`config.mk`:
```
export PLATFORM = sky130hd
export DESIGN_NAME = bve_in_reg
export DESIGN_NICKNAME = d
export VERILOG_FILES = /design/src/sv/bve_pkg.sv /design/src/sv/bve_in_reg.sv
export SDC_FILE = /design/constraint.sdc
export NUM_CORES = 1
export LEC_CHECK = 0
export ABC_AREA = 1
export BUFFER_PORTS_ARGS = -buffer_cell sky130_fd_sc_hd__buf_2
export CAP_MARGIN = 20
export CORE_UTILIZATION = 43
export CTS_BUF_LIST = sky130_fd_sc_hd__clkbuf_8
export DETAILED_ROUTE_END_ITERATION = 6
export PLACE_DENSITY = 0.92
export SLEW_MARGIN = 10
export SYNTH_ARGS = -nofsm -noshare
export SYNTH_HDL_FRONTEND = slang
export SYNTH_SLANG_ARGS = --single-unit
```
`constraint.sdc`:
```
create_clock -name clk_i -period 7.9 [get_ports clk_i]
set_clock_uncertainty 0.05 [all_clocks]
set_input_delay 0.395 -clock clk_i [delete_from_list [all_inputs] [get_ports clk_i]]
set_output_delay 0.395 -clock clk_i [all_outputs]
set_load 0.05 [all_outputs]
```
`src/sv/bve_pkg.sv`:
```
// ----------------------------------------------------------------------------
// bve_pkg: shared types and constants of the bit vector engine
// Operation codes, transaction payload structs and default sizing.
// ----------------------------------------------------------------------------
`default_nettype none

package bve_pkg;

  // Default capacity of the vector in bits.
  localparam int MAX_BITS_DEF = 256;

  // Bits of one storage word, and how a bit index splits into word and offset.
  localparam int WORD_BITS  = 64;
  localparam int WORD_SHIFT = 6;
  localparam int WORD_MASK  = 'h3F;

  // Width of the common compare domain for indexes and lengths (holds 4096).
  localparam int CMP_W = 13;

  // Field widths of the transactions.
  localparam int FUNC_W   = 4;
  localparam int BIDX_W   = 12;
  localparam int SHAMT_W  = 12;
  localparam int NLEN_W   = 9;
  localparam int WIDX_W   = 2;
  localparam int SLEN_W   = 9;
  localparam int LENOUT_W = 9;

  typedef enum logic [FUNC_W-1:0] {
    FUNC_SET     = 4'd0,
    FUNC_CLEAR   = 4'd1,
    FUNC_TEST    = 4'd2,
    FUNC_SHUP    = 4'd3,
    FUNC_SHDN    = 4'd4,
    FUNC_AND     = 4'd5,
    FUNC_OR      = 4'd6,
    FUNC_XOR     = 4'd7,
    FUNC_ZERO    = 4'd8,
    FUNC_FILL    = 4'd9,
    FUNC_RESIZE  = 4'd10
  } func_e;

  typedef struct packed {
    func_e                func;
    logic [BIDX_W-1:0]    bit_index;
    logic [SHAMT_W-1:0]   shift_amount;
    logic [NLEN_W-1:0]    new_length;
    logic [WIDX_W-1:0]    word_index;
    logic [WORD_BITS-1:0] word_value;
    logic [SLEN_W-1:0]    source_length;
  } op_t;

  typedef struct packed {
    logic                bit_value;
    logic                all_clear;
    logic                all_set;
    logic [LENOUT_W-1:0] length_now;
    logic                status;
  } res_t;

endpackage

`default_nettype wire

```
`src/sv/bve_in_reg.sv`:
```
// ----------------------------------------------------------------------------
// bve_in_reg: input register of the bit vector engine
// Captures one operation transaction and holds it while the result side stalls.
// ----------------------------------------------------------------------------
`default_nettype none

module bve_in_reg (
  input  wire logic         clk_i,
  input  wire logic         rst_ni,
  input  wire logic         valid_i,
  output logic              stall_o,
  input  wire bve_pkg::op_t op_i,
  input  wire logic         hold_i,
  output logic              valid_o,
  output bve_pkg::op_t      op_o
);

  logic         valid_q;
  logic         valid_d;
  bve_pkg::op_t op_q;

  // The held operation can only leave when the result register can take it.
  assign stall_o = valid_q & hold_i;
  assign valid_d = stall_o ? valid_q : valid_i;

  always_ff @(posedge clk_i or negedge rst_ni) begin
    if (!rst_ni) begin
      valid_q <= 1'b0;
    end else begin
      valid_q <= valid_d;
    end
  end

  always_ff @(posedge clk_i) begin
    if (valid_i && !stall_o) begin
      op_q <= op_i;
    end
  end

  assign valid_o = valid_q;
  assign op_o    = op_q;

endmodule

`default_nettype wire

```
# Yosys cells after proc, flatten, opt, wreduce, memory -nomap -nowiden
# Cells that the tools add are included.
[op_classes]
bitwise_logic = 1
reduce_logical = 2
[ops]
columns = ["cell", "n"]
rows = [
  ["1-bit AND", 1],
  ["1-bit logical AND", 1],
  ["1-bit zero test", 1],
]
[totals]
ff_bits = 113
in_bits = 116
output_inout_bits = 114
elab_cells = 11

# Logic depth before layout (Yosys ltp)
[logic_depth]
ltp_word = 3
mapped_depth = 2
mapped_depth_nobuf = 2

# Worst setup path after synthesis
# Ideal clock, no wire load.
[synth_timing]
path_type = "flip-flop to flip-flop"
start = "register valid_q (netlist: valid_o)"
end = "register op_q, in the netlist op_o[0], enable pin"
setup_ns = 0.619
t_arrival_ns = 6.077
required_ns = 7.231
path_slack_ns = 1.154
stages_incl_launch_ff = 2
path_buffers = 0
synth_period_minus_slack_ns = 6.746
path_cell_list = "dfrtp_1 -> a21oi_1"
[synth_between]
elab_chain_cells = 3
[synth_lines]
columns = ["element", "line_no", "rtl"]
rows = [
  ["start: declaration", "bve_in_reg.sv:18", "logic valid_q;"],
  ["start signal: assignment", "bve_in_reg.sv:30", "valid_q <= valid_d;"],
  ["1-bit AND", "bve_in_reg.sv:23", "assign stall_o = valid_q & hold_i;"],
  ["1-bit zero test", "bve_in_reg.sv:35", "if (valid_i && !stall_o) begin"],
  ["1-bit logical AND", "bve_in_reg.sv:35", ""],
  ["end signal: assignment", "bve_in_reg.sv:36", "op_q <= op_i;"],
  ["end: declaration", "bve_in_reg.sv:20", "bve_pkg::op_t op_q;"],
]
# Every way passes these cells.
# A chain may end at the register's enable or synchronous reset.

# Final worst setup path
[layout_timing]
start = "register valid_q (netlist: valid_o)"
end = "register op_q, in the netlist op_o[17], enable pin"
# Same word-level chain as after synthesis.

==> out/results.txt <==
Avg Vias per Cell = 4.39
initial antenna violation count = 3
pin count of the biggest net entering global routing = 74
Core Box Area = 7690 µm²
Mean Syn Cell Area = 28.9 µm²
Stages on worst setup path = 3
Leakage = 0.00222 µW
RR Endpoint = op_o[17]$_DFFE_PP_
Initial Util = 0.443
Post-Syn Area = 3410 µm²
max cap viols = 0
Final Hold Vio Count = 0
Netlist cell types = 5
DRT Pass-1 Iters = 4
CTS H-Tree Depth = 4
worst-margin pin slew = 923 ps
Crit path max-delay family = buffers and inverters
Cell Pwr Density = 276 nW/µm²
Critical R2R Launch = valid_o$_DFFE_PN0N_
Remaining DRCs = 0
syn_nets = 234
crit-path max cell delay = 710 ps
Antenna Nets Post-Route = 0
Max Freq = 422 MHz
die area = 8290 µm²
I/O pin count = 230
hold crit path type = input port to register
WP data arrival = 2350 ps
Setup CP Type = register to register
final net count = 485
final worst setup slack = 5530 ps
setup_tns = 0 ps
worst r2r path cells = 3
CP startpoint kind = register
layout cell share with drive strength beyond 1 = 0.678
Die H = 91.0 µm
number of DRC markers in iteration 0 = 63
drt wl/cell = 15.3 µm
Overflow after GRT = 0
clk sinks = 113
VDD IR max = 0.133 mV
Final Cell Area = 5130 µm²
worst path required time = 7880 ps
routability cong. = 0.687
Die X = 91.0 µm
unrepaired setup endpoints after global routing = false
routed wire length = 7420 µm
DP Wirelength = 5490 µm
sequential area share after synthesis = 0.994
Clock Pin Slew Worst Setup and Hold Paths = 70 ps
r2r setup slk = 5530 ps
fin crit period = 2370 ps
Final period util = 0.300
IO Port Bufs = 229
max-slew violation count = 0
worst hold path depth = 1
worst setup path end = op_o[17]$_DFFE_PP_
vias in the first global route = 2173
first-pass GRT wire length = 10700 µm
Seq cells post-synth = 113
slowest CP cell = buf_4
CTS tree = built
Power Total = 1410 µW
pre-CTS setup slack = 5130 ps
final-report setup violation count = 0
CTS root buffer = clkbuf_8
run status = complete, no violations
Post-Syn Instances = 118
Tot GR Track Use = 0.182
Area Growth Syn to Fin = 50.4%
worst rel slew slack = 0.384
Vias = 2131
CTS Buf Count = 17
clock tree buffer depth = 2
Critical Path Source = valid_o$_DFFE_PN0N_
Placed Instance Area = 4700 µm²
Worst setup EP type = register
yosys warns = 0
Worst-Skew Late Latency = 400 ps
CP Max Fanout = 73
CP cell instances = a21oi_4, buf_16, buf_4
WP buf/inv = 2
Cell Rows = 32
[layer usage]
layer | vias to the layer above | global-route usage | wire, µm
met5 | - | 0 | 24
met2 | 156 | 0.298 | 3780
met1 | 971 | 0.196 | 2710
li1 | 982 | - | -
met4 | 4 | 0.0886 | 117
met3 | 18 | 0.0896 | 790
[synth_stat cells (all sizes together)]
| master | count | area, µm² |
|---|---|---|
| nand2 | 2 | 7.51 |
| a21oi | 1 | 5.00 |
| dfrtp | 1 | 25.0 |
| inv | 2 | 7.51 |
| edfxtp | 112 | 3360 |
[area by class of cell]
class,instances,area [µm²]
Antenna cell,1,2.50
Sequential cell,113,3390
Tap cell,102,128
Inverter,2,7.51
Multi-Input combinational cell,3,23.8
Clock inverter,15,153
Fill cell,566,2560
Clock buffer,17,234
Timing Repair Buffer,232,1190
[flip-flops by register name (all words and copies together), names as in the netlist]
signal and count:
op_o 112, valid_o 1
[worst min path at each step]
stage / startpoint / endpoint / slack, ps
finish: op_i[26] / op_o[26]$_DFFE_PP_ / 110
CTS: op_i[31] / op_o[31]$_DFFE_PP_ / 70
global route: op_i[1] / op_o[1]$_DFFE_PP_ / 70
global placement: rst_ni / valid_o$_DFFE_PN0N_ / 120
floorplan: rst_ni / valid_o$_DFFE_PN0N_ / 50
detailed placement: rst_ni / valid_o$_DFFE_PN0N_ / 130
[stage by stage]
stage                     hold slack (ps)  utilization  cells
after global placement                121        0.611    450
after global routing                 70.6        0.667    484
after floorplan                      49.4            -    118
final                                 107        0.667    485
after detailed placement              125        0.611    450
after CTS                            68.7        0.663    483
[placed cells by master, fill, tap and decap left out]
cell	count
inv_1	5
a21oi_4	1
buf_16	1
buf_2	229
nand2_1	2
edfxtp_1	112
diode_2	1
clkinvlp_4	2
dfrtp_1	1
clkinv_1	2
clkbuf_8	17
buf_4	1
clkinv_4	1
clkinv_2	4
bufinv_16	3
dlygate4sd3_1	1
[cells by family after synthesis]
group / after synthesis / synth area share
flops: 113 / 0.994
simple gates: 2 / 0.00220
buf+inv: 2 / 0.00220
compound gates: 1 / 0.00147
[report_power, final]
part,leakage (µW),internal [µW],total (µW),switching [µW]
logic,0.000943,43.1,188,145
clock network,0.000204,304,517,213
registers,0.00108,700,708,7.92
total,0.00222,1050,1410,367
[what timing repair did]
item | in CTS | in global routing
endpoints found under the hold margin | 1 | 0
resized for setup | 0 | 0
hold buffers | 1 | 0
endpoints found under the setup margin | 0 | 0
setup buffers | 0 | 0
Note: power is estimated with default switching activity, not from simulation.
