**src/sv/bve_pkg.sv**
```systemverilog
// ----------------------------------------------------------------------------
// bve_pkg: shared types and constants of the bit vector engine
// Operation codes, transaction payload structs and default sizing.
// ----------------------------------------------------------------------------
`default_nettype none

package bve_pkg;

  // Default capacity of the vector in bits.
  localparam int MAX_BITS_DEF = 256;

  // Bits of one storage word, and how a bit index splits into word and offset.
  localparam int WORD_BITS  = 64;
  localparam int WORD_SHIFT = 6;
  localparam int WORD_MASK  = 'h3F;

  // Width of the common compare domain for indexes and lengths (holds 4096).
  localparam int CMP_W = 13;

  // Field widths of the transactions.
  localparam int FUNC_W   = 4;
  localparam int BIDX_W   = 12;
  localparam int SHAMT_W  = 12;
  localparam int NLEN_W   = 9;
  localparam int WIDX_W   = 2;
  localparam int SLEN_W   = 9;
  localparam int LENOUT_W = 9;

  typedef enum logic [FUNC_W-1:0] {
    FUNC_SET     = 4'd0,
    FUNC_CLEAR   = 4'd1,
    FUNC_TEST    = 4'd2,
    FUNC_SHUP    = 4'd3,
    FUNC_SHDN    = 4'd4,
    FUNC_AND     = 4'd5,
    FUNC_OR      = 4'd6,
    FUNC_XOR     = 4'd7,
    FUNC_ZERO    = 4'd8,
    FUNC_FILL    = 4'd9,
    FUNC_RESIZE  = 4'd10
  } func_e;

  typedef struct packed {
    func_e                func;
    logic [BIDX_W-1:0]    bit_index;
    logic [SHAMT_W-1:0]   shift_amount;
    logic [NLEN_W-1:0]    new_length;
    logic [WIDX_W-1:0]    word_index;
    logic [WORD_BITS-1:0] word_value;
    logic [SLEN_W-1:0]    source_length;
  } op_t;

  typedef struct packed {
    logic                bit_value;
    logic                all_clear;
    logic                all_set;
    logic [LENOUT_W-1:0] length_now;
    logic                status;
  } res_t;

endpackage

`default_nettype wire

```
**src/sv/bve_out_reg.sv**
```systemverilog
// ----------------------------------------------------------------------------
// bve_out_reg: result register of the bit vector engine
// Holds one result transaction until the receiving side takes it.
// ----------------------------------------------------------------------------
`default_nettype none

module bve_out_reg (
  input  wire logic          clk_i,
  input  wire logic          rst_ni,
  input  wire logic          load_i,
  input  wire bve_pkg::res_t res_i,
  input  wire logic          stall_i,
  output logic               hold_o,
  output logic               valid_o,
  output bve_pkg::res_t      res_o
);

  logic          valid_q;
  logic          valid_d;
  bve_pkg::res_t res_q;

  assign hold_o = valid_q & stall_i;

  always_comb begin
    valid_d = valid_q;
    if (load_i) begin
      valid_d = 1'b1;
    end else if (!stall_i) begin
      valid_d = 1'b0;
    end
  end

  always_ff @(posedge clk_i or negedge rst_ni) begin
    if (!rst_ni) begin
      valid_q <= 1'b0;
    end else begin
      valid_q <= valid_d;
    end
  end

  always_ff @(posedge clk_i) begin
    if (load_i) begin
      res_q <= res_i;
    end
  end

  assign valid_o = valid_q;
  assign res_o   = res_q;

endmodule

`default_nettype wire

```
**config.mk**
```make
export PLATFORM = sky130hd
export DESIGN_NAME = bve_out_reg
export DESIGN_NICKNAME = d
export VERILOG_FILES = /design/src/sv/bve_pkg.sv /design/src/sv/bve_out_reg.sv
export SDC_FILE = /design/constraint.sdc
export NUM_CORES = 1
export LEC_CHECK = 0
export ABC_AREA = 1
export BUFFER_PORTS_ARGS = -buffer_cell sky130_fd_sc_hd__buf_2
export CORE_AREA = 2 2 39 41
export CTS_CLUSTER_DIAMETER = 100
export DETAILED_ROUTE_END_ITERATION = 7
export DIE_AREA = 0 0 41 43
export GPL_ROUTABILITY_DRIVEN = 0
export PLACE_DENSITY = 0.67
export SKIP_LAST_GASP = 1
export SLEW_MARGIN = 40
export SYNTH_ARGS = -nofsm -noshare
export SYNTH_HDL_FRONTEND = slang
export SYNTH_SLANG_ARGS = --single-unit
```
**constraint.sdc**
```tcl
create_clock -name clk_i -period 1.8 [get_ports clk_i]
set_clock_uncertainty 0.1 [all_clocks]
set_input_delay 0.09 -clock clk_i [delete_from_list [all_inputs] [get_ports clk_i]]
set_output_delay 0.09 -clock clk_i [all_outputs]
set_load 0.02 [all_outputs]
```
# Word-level counts from Yosys, hierarchy flattened
# Cells that the tools add are included.
# classes
n_addsub,0
n_mul,0
n_div,0
order_cmp,0
n_eq_ne,1
n_shift,0
mux,2
n_bitwise,1
n_reduce_logical,0
# ops
op,n
$mux 1,2
$ne 2x2->1 const B,1
$and 1x1->1,1
# word_totals
regBits,14
latchBits,0
mem_bits_rw,0
rom_bits,0
in_bits,17
output_inout_bits,15
wordCells,10
mem_count,0

# Logic depth before layout (Yosys ltp)
# Gate-level depths: netlist (run 1).
# logic_depth
word_depth,2
ltp_mapped,2
mapped_depth_nobuf,2

# Least setup slack after synthesis (run 1)
# OpenSTA, ideal clock, no wires.
# synth_timing
kind,reg2out
startpoint,reg valid_q (netlist: valid_o)
endpoint,out hold_o
arrival_time_ns,0.668
required_ns,1.610
setup_slack_ns,0.942
path_stages_with_launch,3
path_buffers,0
cell_sequence,dfrtp_1 > nand2_1 > inv_1
# synth_between
elab_chain_len,1
# synth_lines
item,line_no,rtl
"start, declared",bve_out_reg.sv:18,logic valid_q;
"start signal, assigned",bve_out_reg.sv:37,valid_q <= valid_d;
$and 1x1->1,bve_out_reg.sv:22,assign hold_o = valid_q & stall_i;
"end, declared",bve_out_reg.sv:13,"output logic hold_o,"
# Every way passes these cells.

# Worst setup path after layout (run 1)
# layout_timing
startpoint,in stall_i
endpoint,out hold_o
# layout_between
elab_chain_len,1
# layout_lines
item,line_no,rtl
"start, declared",bve_out_reg.sv:12,"input wire logic stall_i,"
$and 1x1->1,bve_out_reg.sv:22,
# Every way passes these cells.

==> summary.md, run 1 <==
| Metric | Value |
|---|---|
| Worst vdd ir | `545 uV` |
| Initial drt markers | `5` |
| Initial Util | `31.1%` |
| P_int | `557 uW` |
| Vias per inst | `3.98` |
| I/O pin count | `32` |
| Worst flop-to-flop path endpoint | `valid_o$_DFFE_PN0P_` |
| Clk slew on worst S/H paths | `0.07 ns` |
| Worst path max stage delay | `0.54 ns` |
| Setup TNS | `0 ns` |
| Vias in the first global route | `371` |
| CTS root buffer | `clkbuf_4` |
| Pins Over Slew Limit | `0` |
| CORE AREA | `1380 um2` |
| Flop pwr share | `54.8%` |
| Switching power | `154 uW` |
| Register bit total from synthesis | `14` |
| FF-to-FF path depth | `2` |
| Synth Cell Area | `430 um2` |
| Most area-hungry cell type in the Yosys netlist | `edfxtp_1` |
| Gate Count Post-Synth | `18` |
| Initial antenna violation count | `0` |
| # DRC | `0` |
| Pwr Total | `711 uW` |
| Post-layout min period | `1.19 ns` |
| PwrDens | `898 nW/um2` |
| Post-route clock period utilization | `66.3%` |
| Hold Crit Class | `input port to async pin` |
| Crit-path slowest cell | `dlygate4sd3_1` |
| Clk_lat worst skew | `0.26 ns` |
| Worst R2R Start | `valid_o$_DFFE_PN0P_` |
| WS Path Type | `input port to primary output` |
| Worst endpoint data arrival time | `1.00 ns` |
| CP Data Required Time | `1.61 ns` |
| Sw Ratio | `21.6%` |
| Synthesized area per cell | `23.9 um2` |
| Largest net degree at the start of global routing | `15` |
| Combinational share of power | `15.4%` |
| H-tree Lvls | `1` |
| Main area contributors after synthesis | `edfxtp_1, dfrtp_1, inv_1` |
| P&R area growth vs syn | `84.0%` |
| CTS tree | `built` |
| Sequential fraction of the synthesis area | `96.5%` |
| # diodes | `0` |
| Die area | `1760 um2` |
| Drt pass-1 iters | `3` |
| CTS sink count | `14` |
| Final WL | `963 um` |
| Global-route wire length before repair | `1410 um` |
| Max Cap Viol | `0` |
| CTS buffer count | `3` |
| Critical path fanouts, max | `2` |
| GRT Total Usage | `12.9%` |
| Vias | `334` |
| Share of layout cells above drive strength 1 | `51.5%` |
| RSZ-0062 raised after global routing | `false` |
| Final setup violation count | `0` |
| Syn Nets | `35` |
| Routed len/inst | `11.5 um` |
| Die Ht | `43 um` |
| Worst slew pin tran | `0.291 ns` |
| Rows | `14` |
| Post-DRT Antenna Nets | `0` |
| Crit-path cells | `dlygate4sd3_1 -> buf_2 -> nand2_1 -> inv_1 -> buf_2` |
| Most frequent CP cell | `buf_2` |
| Reg-to-reg slack, setup | `1.07 ns` |
| DIE WIDTH | `41 um` |
| Final hold vios | `0` |
| Postcts setup bufs | `0` |
| Layout Utilization | `57.2%` |
| Max-slew headroom | `80.6%` |
| Pleak | `0.362 nW` |
| CP startpoint kind | `input port` |
| Outcome | `finished clean` |
| Net count, final | `86` |
| Top cell type's share of synthesized area | `90.7%` |
| Max Root-Sink Buffers | `2` |
| CP endpoint kind | `primary output` |
| Fmax | `837 MHz` |
| Ys Warns | `0` |
| DP HPWL | `660 um` |
| I/O Buffers | `31` |
| Total gr overflow | `0` |
| Clock power frac | `29.8%` |
| Netlist cell types | `4` |
## cell usage in the layout, fill, tap and decap left out
cell,count
buf_2,31
dfrtp_1,1
dlygate4sd3_1,15
clkbuf_4,3
inv_1,2
clkbuf_8,1
nand2_1,2
edfxtp_1,13
## synthesized netlist by cell type
cell       n
edfxtp_1  13
dfrtp_1    1
nand2_1    2
inv_1      2
## worst max-delay path, delay by kind of cell
kind / cells / cell delay (ns)
buffers and inverters: 4 / 0.85
and+or+nand+nor: 1 / 0.07
## power groups by stage
stage,registers [mW],logic [mW],clock network (mW)
4_1_cts,0.390,0.110,0.221
2_1_floorplan,0.431,0.00443,0
6_report,0.389,0.109,0.212
3_3_place_gp,0.397,0.0841,0
3_5_place_dp,0.397,0.0853,0
5_1_grt,0.392,0.119,0.239
## worst max-delay path by stage
| stage | start | endpoint | slack, ns | depth (start not counted) |
|---|---|---|---|---|
| 6_report | stall_i | hold_o | 0.61 | 5 |
| 5_1_grt | stall_i | hold_o | 0.57 | 5 |
| 4_1_cts | stall_i | hold_o | 0.62 | 5 |
| 3_5_place_dp | valid_o$_DFFE_PN0P_ | hold_o | 0.99 | 3 |
| 3_3_place_gp | valid_o$_DFFE_PN0P_ | hold_o | 1.00 | 3 |
| 2_1_floorplan | valid_o$_DFFE_PN0P_ | hold_o | 0.94 | 2 |
## stage by stage
step	setup WS, ns	std cells	instance area [um2]	hold WS (ns)
after global routing	0.567	84	792	0.0268
after CTS	0.621	84	792	0.00300
after global placement	1.00	65	606	-0.232
after floorplan	0.942	18	430	-0.306
final	0.606	84	792	0.0234
after detailed placement	0.990	65	606	-0.230
## sequential cells by signal, summed over array words and instances, names as in the netlist
| register | cells |
|---|---|
| res_o | 13 |
| valid_o | 1 |
## layer usage
metal | GRT usage, % | vias up | part of all wire [%]
li1 | - | 165 | -
met4 | 8.00 | 0 | 0
met5 | 0 | - | 0
met2 | 20.3 | 31 | 47
met1 | 13.8 | 138 | 41
met3 | 4.71 | 0 | 12
## cell type report
class / instances / area (um2)
timing repair buffer: 46 / 305
tap: 16 / 20.0
clock buffer: 4 / 36.3
multi-input combinational: 2 / 7.51
inverter: 2 / 7.51
fill: 113 / 592
sequential: 14 / 415
## cell families (layout without fill, tap and decap cells)
kind of cell,after synthesis,in the layout,synth area share (%)
buffers and inverters,2,52,1.74
AND/OR/NAND/NOR,2,2,1.74
flip-flops,14,14,96.5
## repair_timing
item                                    CTS  global route
hold buffers                             15             0
endpoints found under the hold margin    15             0
resized for setup                         0             0
endpoints found under the setup margin    0             0
Note: power is estimated with default switching activity, not from simulation.
==> run 2, diff against run 1 <==
--- a/config.mk
+++ b/config.mk
@@ -5,7 +5,7 @@
 export SDC_FILE = /design/constraint.sdc
 export NUM_CORES = 1
 export LEC_CHECK = 0
-export ABC_AREA = 1
+export ABC_AREA = 0
 export BUFFER_PORTS_ARGS = -buffer_cell sky130_fd_sc_hd__buf_2
 export CORE_AREA = 2 2 39 41
 export CTS_CLUSTER_DIAMETER = 100
==> constraint.sdc (replaced) <==
create_clock -name clk_i -period 1.1 [get_ports clk_i]
set_clock_uncertainty 0.1 [all_clocks]
set_input_delay 0.055 -clock clk_i [delete_from_list [all_inputs] [get_ports clk_i]]
set_output_delay 0.055 -clock clk_i [all_outputs]
set_load 0.02 [all_outputs]
==> run 2 against run 1 <==
Net effect:
- non-clock buffer count is 1 higher
- power grew 56%
- sequential power rose by 64%
- register-to-register slack got worse by 0.75 ns
- combinational power increased by 72%
- hold slack better by 0.063 ns
- largest power group unchanged
- highest routed layer unchanged
==> summary.md, run 2 <==
| Metric | Value |
|---|---|
| Worst hold slack | `0.0864 ns (+0.0630 ns)` |
| Max Root-Sink Buffers | `2 (unchanged)` |
| Syn Nets | `33 (-5.7%)` |
| CP endpoint kind | `primary output` |
| Net count, final | `85 (-1.2%)` |
| Clk slew on worst S/H paths | `0.08 ns (about the same)` |
| Gate Count Post-Synth | `16 (-2)` |
| I/O Buffers | `31 (unchanged)` |
| I/O pin count | `32 (unchanged)` |
| Synth cell count leaders | `edfxtp_1, a21o_1, and2_1, dfrtp_1` |
| Async set-reset flop share out of synthesis | `7.14% (unchanged)` |
| Mux contribution to synthesized area | `0% (unchanged)` |
| Main area contributors after synthesis | `edfxtp_1, dfrtp_1, a21o_1` |
| Initial antenna violation count | `0 (unchanged)` |
| Die area | `1760 um2 (unchanged)` |
| CORE AREA | `1380 um2 (unchanged)` |
| Number of synthesized flops with an enable pin | `13 (unchanged)` |
| Most area-hungry cell type in the Yosys netlist | `edfxtp_1` |
| Final WL | `1010 um (+4.9%)` |
| Hold Crit Class | `input port to flip-flop` |
| Final hold vios | `0 (unchanged)` |
| Total gr overflow | `0 (unchanged)` |
| Register bit total from synthesis | `14 (unchanged)` |
| # diodes | `0 (unchanged)` |
| Post-DRT Antenna Nets | `0 (unchanged)` |
| Cells after DPL | `63 (-3.1%)` |
| Vias in the first global route | `377 (+1.6%)` |
| Sequential fraction of the synthesis area | `96.8% (+0.28 points)` |
| Max-slew headroom | `79.9% (-0.72 points)` |
| Pleak | `0.354 nW (-2.1%)` |
| Synthesized area per cell | `26.8 um2 (+12%)` |
| # fillers | `121 (+7.1%)` |
| Vias per inst | `4.20 (+5.7%)` |
| Post-synth top flop | `edfxtp_1` |
| Final Cell Area | `800 um2 (+0.95%)` |
| Final setup violation count | `0 (unchanged)` |
| RSZ-0062 raised after global routing | `true` |
| Pins Over Slew Limit | `0 (unchanged)` |
| CP startpoint kind | `flip-flop` |
| PwrDens | `1390 nW/um2 (+55%)` |
| Non-Filler Instances | `83 (-1.2%)` |
| Critical path fanouts, max | `3 (+1)` |
| Max FFs per register | `13 (unchanged)` |
| GRT Total Usage | `13.9% (+0.93 points)` |
| Most frequent cells in the layout | `buf_2, dlygate4sd3_1, edfxtp_1` |
| Fmax | `916 MHz` |
| Initial Util | `31.0% (-0.090 points)` |
| Worst slew pin tran | `0.302 ns (+0.0108 ns)` |
| Clk_lat worst skew | `0.27 ns (about the same)` |
| Most common cell in the netlist | `edfxtp_1` |
| Vias | `349 (+4.5%)` |
| Worst endpoint data arrival time | `0.94 ns (-0.06 ns)` |
| Simple-gate portion of the synthesized area | `1.46% (-0.29 points)` |
| H-tree Lvls | `1 (unchanged)` |
| Leading cell type in the layout, fill and taps excluded | `buf_2` |
| CTS root buffer | `clkbuf_4` |
| CP Data Required Time | `0.94 ns (-0.67 ns)` |
| Top cell type's share of synthesized area | `91.0% (+0.26 points)` |
| Synth Cell Area | `429 um2 (-0.29%)` |
| Largest family of logic cells by synthesized area | `compound AO/OA/AOI/OAI gates` |
| WS Path Type | `flip-flop to primary output` |
| Share of layout cells above drive strength 1 | `52.2% (+0.77 points)` |
| Register Area | `415 um2 (unchanged)` |
| Rows | `14 (unchanged)` |
| DIE WIDTH | `41 um (unchanged)` |
| Postcts setup bufs | `0 (unchanged)` |
| Post-layout min period | `1.09 ns` |
| CTS buffer count | `3 (unchanged)` |
| CTS tree | `built` |
| # DRC | `0 (unchanged)` |
| Post-route clock period utilization | `99.3%` |
| Global-route wire length before repair | `1540 um (+8.8%)` |
| Drt pass-1 iters | `2 (-1)` |
| CTS sink count | `14 (unchanged)` |
| Area occupied by multi-input gates | `16.3 um2 (+120%)` |
| Xor/xnor share of the synthesized area | `0% (unchanged)` |
| Largest net degree at the start of global routing | `15 (unchanged)` |
| P&R area growth vs syn | `86.3%` |
| Initial drt markers | `1 (-4)` |
| Outcome | `finished clean` |
| Synth Area in Compound Gates | `1.75% (+1.7 points)` |
| Placed Area | `604 um2 (-0.21%)` |
| Die Ht | `43 um (unchanged)` |
| Ys Warns | `0 (unchanged)` |
| Max Cap Viol | `0 (unchanged)` |
| Post-Synth Adder-Cell Area | `0% (unchanged)` |
| Netlist cell types | `4 (unchanged)` |
| Worst vdd ir | `631 uV (+16%)` |
| Routed len/inst | `12.2 um (+6.1%)` |
run 2: cell types whose count changed after synthesis:
cell,change
a21o_1,+1
and2_1,+1
inv_1,-2
nand2_1,-2
run 2: timing repair:
action / 4_1_cts / 5_1_grt
gates resized for setup: 3 / 0
endpoints found under the hold margin: 15 / 0
endpoints found under the setup margin: 1 / 1
hold buffers: 16 / 0
pin swaps: 1 / 0
run 2: worst max-delay path: stages (launching register included):
cell and delay [ns]:
dfrtp_1 0.40, and2_4 0.14, buf_6 0.12
run 2: routing by layer:
layer  part of all wire [%]  vias to the layer above  GRT usage, %
met5                      0                        -             0
met4                      0                        0          8.00
met3                     12                        0          4.71
met2                     46                       32          22.8
met1                     42                      153          14.2
li1                       -                      164             -
run 2: cells by family after synthesis:
group              after synthesis
and+or+nand+nor                  1
DFF                             14
AOI/OAI and AO/OA                1
run 2: final cells by class:
type | instances | share of cell area (%)
clock buffer | 3 | 2.82
multi-input combinational | 2 | 2.03
tap | 16 | 2.50
clock inverter | 1 | 0.469
timing repair buffer | 47 | 40.2
sequential | 14 | 52.0
run 2: per-stage QoR:
step	setup TNS (ns)	power (mW)	worst slack, ns	util (%)
4_1_cts	-0.0115	1.14	-0.0115	57.8
3_5_place_dp	0	0.791	0.267	43.7
3_3_place_gp	0	0.787	0.287	43.7
2_1_floorplan	0	0.713	0.240	-
5_1_grt	-0.0462	1.18	-0.0462	57.8
6_report	0	1.11	0.00824	57.8
run 2: final timing paths:
| kind | from | end | slack (ns) | cells after the start |
|---|---|---|---|---|
| worst max-delay path | valid_o$_DFFE_PN0P_ | hold_o | 0.008 | 2 |
| worst min-delay path | load_i | res_o[11]$_DFFE_PP_ | 0.09 | 1 |
| worst min register to register | valid_o$_DFFE_PN0P_ | valid_o$_DFFE_PN0P_ | 0.42 | 1 |
| min in group asynchronous | rst_ni | valid_o$_DFFE_PN0P_ | 0.52 | 3 |
| worst max register to register | valid_o$_DFFE_PN0P_ | valid_o$_DFFE_PN0P_ | 0.32 | 1 |
| max in group asynchronous | rst_ni | valid_o$_DFFE_PN0P_ | 0.28 | 3 |
run 2: where the power goes:
group / internal, mW / switching, mW / total [mW]
registers: 0.627 / 0.0112 / 0.638
logic: 0.0922 / 0.0960 / 0.188
clock network: 0.131 / 0.154 / 0.286
total: 0.850 / 0.262 / 1.11
==> run 3, diff against run 2 <==
--- a/config.mk
+++ b/config.mk
@@ -6,7 +6,7 @@
 export NUM_CORES = 1
 export LEC_CHECK = 0
 export ABC_AREA = 0
-export BUFFER_PORTS_ARGS = -buffer_cell sky130_fd_sc_hd__buf_2
+export BUFFER_PORTS_ARGS = -buffer_cell sky130_fd_sc_hd__buf_4
 export CORE_AREA = 2 2 39 41
 export CTS_CLUSTER_DIAMETER = 100
 export DETAILED_ROUTE_END_ITERATION = 7
==> run 3 against run 2 <==
Net effect:
- clock power rose by 25%
- flip-flop and latch count did not move
- wire length rose by 8.0%
- critical endpoint unchanged
==> summary.md, run 3 (same netlist as run 2, synthesis figures left out) <==
| Metric | Value |
|---|---|
| CTS tree | `built` |
| Final WL | `1090 um (+8.0%)` |
| Max-slew headroom | `88.4% (+8.6 points)` |
| Clk_lat worst skew | `0.27 ns (about the same)` |
| Max Root-Sink Buffers | `2 (unchanged)` |
| H-tree Lvls | `1 (unchanged)` |
| CTS sink count | `14 (unchanged)` |
| Worst setup margin | `0.00776 ns (-0.000485 ns)` |
| Vias per inst | `4.26 (+1.4%)` |
| Worst slew pin tran | `0.173 ns (-0.128 ns)` |
| CORE AREA | `1380 um2 (unchanged)` |
| Drt pass-1 iters | `2 (unchanged)` |
| CP endpoint kind | `primary output` |
| Worst vdd ir | `777 uV (+23%)` |
| CTS root buffer | `clkbuf_4` |
| Most frequent cells in the layout | `buf_4, dlygate4sd3_1, edfxtp_1` |
| Largest net degree at the start of global routing | `15 (unchanged)` |
| Max Cap Viol | `0 (unchanged)` |
| Layout Utilization | `64.7% (+7.0 points)` |
| Placed Area | `682 um2 (+13%)` |
| P&R area growth vs syn | `109%` |
| Global-route wire length before repair | `1500 um (-2.2%)` |
| GRT Total Usage | `14.0% (+0.18 points)` |
| Rows | `14 (unchanged)` |
| Non-Filler Instances | `84 (+1.2%)` |
| Worst endpoint data arrival time | `0.94 ns (about the same)` |
| DP Worst Slack | `0.273 ns (+0.00610 ns)` |
| Fmax | `916 MHz (about the same)` |
| I/O Buffers | `31 (unchanged)` |
| CP startpoint kind | `flip-flop` |
| I/O pin count | `32 (unchanged)` |
| Clk slew on worst S/H paths | `0.08 ns (about the same)` |
| Worst hold slack | `0.0206 ns (-0.0658 ns)` |
| Leading cell type in the layout, fill and taps excluded | `buf_4` |
| RSZ-0062 raised after global routing | `true` |
| WS Path Type | `flip-flop to primary output` |
| Reg-to-reg slack, setup | `0.18 ns (-0.14 ns)` |
| Share of layout cells above drive strength 1 | `54.4% (+2.2 points)` |
| Die Ht | `43 um (unchanged)` |
| Net count, final | `86 (+1.2%)` |
| Outcome | `finished clean` |
| Initial Util | `31.0% (unchanged)` |
| Vias in the first global route | `351 (-6.9%)` |
| Post-route clock period utilization | `99.3% (about the same)` |
| Final hold vios | `0 (unchanged)` |
| PwrDens | `1380 nW/um2 (-1.1%)` |
| Max FFs per register | `13 (unchanged)` |
| Pleak | `0.392 nW (+11%)` |
| Initial drt markers | `2 (+1)` |
| Pins Over Slew Limit | `0 (unchanged)` |
| Post-layout min period | `1.09 ns (+0.000485 ns)` |
| # fillers | `100 (-17%)` |
| Total gr overflow | `0 (unchanged)` |
| Initial antenna violation count | `0 (unchanged)` |
| Die area | `1760 um2 (unchanged)` |
| # DRC | `0 (unchanged)` |
| Final setup violation count | `0 (unchanged)` |
| Cells after DPL | `63 (unchanged)` |
| Vias | `358 (+2.6%)` |
| # diodes | `0 (unchanged)` |
| Post-DRT Antenna Nets | `0 (unchanged)` |
| Routed len/inst | `13.0 um (+6.7%)` |
| Hold Crit Class | `input port to flip-flop` |
| DIE WIDTH | `41 um (unchanged)` |
| CTS buffer count | `3 (unchanged)` |
| CP Data Required Time | `0.94 ns (about the same)` |
| Final Cell Area | `896 um2 (+12%)` |
| Critical path fanouts, max | `2 (-1)` |
-- run 3: cell count changes in the layout (fill, tap and decap cells not counted), sizes merged --
cell    delta
clkbuf     +1
clkinv     -1
buf        +1
-- run 3: per-layer routing --
| metal | global-route usage (%) | part of all wire (%) | vias up |
|---|---|---|---|
| li1 | - | - | 166 |
| met4 | 10.0 | 0 | 0 |
| met5 | 0 | 0 | - |
| met2 | 22.8 | 48 | 32 |
| met1 | 13.7 | 40 | 160 |
| met3 | 4.71 | 12 | 0 |
-- run 3: final cells by class --
cell class	instances	area (um2)	area share, %
clock buffer	4	36.3	4.05
multi-input combinational	2	16.3	1.82
sequential	14	415	46.4
tap	16	20.0	2.23
timing repair buffer	48	408	45.5
-- run 3: power by group --
group	internal [mW]	switching [mW]	total, mW
clock	0.201	0.156	0.357
combinational	0.134	0.101	0.236
sequential	0.627	0.0120	0.639
-- run 3: worst paths after layout --
check,start,to,cells past startpoint
setup / recovery,valid_o$_DFFE_PN0P_,hold_o,2
hold / removal,load_i,res_o[11]$_DFFE_PP_,1
setup reg to reg,valid_o$_DFFE_PN0P_,valid_o$_DFFE_PN0P_,2
hold reg to reg,valid_o$_DFFE_PN0P_,valid_o$_DFFE_PN0P_,2
max in group asynchronous,rst_ni,valid_o$_DFFE_PN0P_,3
min in group asynchronous,rst_ni,valid_o$_DFFE_PN0P_,3
-- run 3: worst max-delay path, stage by stage (launching register included) --
cell     delay [ns]
dfrtp_1        0.39
and2_4         0.15
buf_6          0.12
-- run 3: repair_timing --
item                                    4_1_cts  5_1_grt
endpoints found under the hold margin        15        0
buffers inserted                              1        0
hold buffers                                 16        0
endpoints found under the setup margin        1        2
pin swaps                                     0        1
resized for setup                             3        0
cloned                                        0        0
-- run 3: per-stage QoR --
| step | power [mW] | setup TNS, ns |
|---|---|---|
| CTS | 1.25 | -0.00321 |
| global placement | 0.828 | 0 |
| detailed placement | 0.832 | 0 |
| floorplan | 0.713 | 0 |
| finish | 1.23 | 0 |
| global route | 1.29 | -0.0705 |
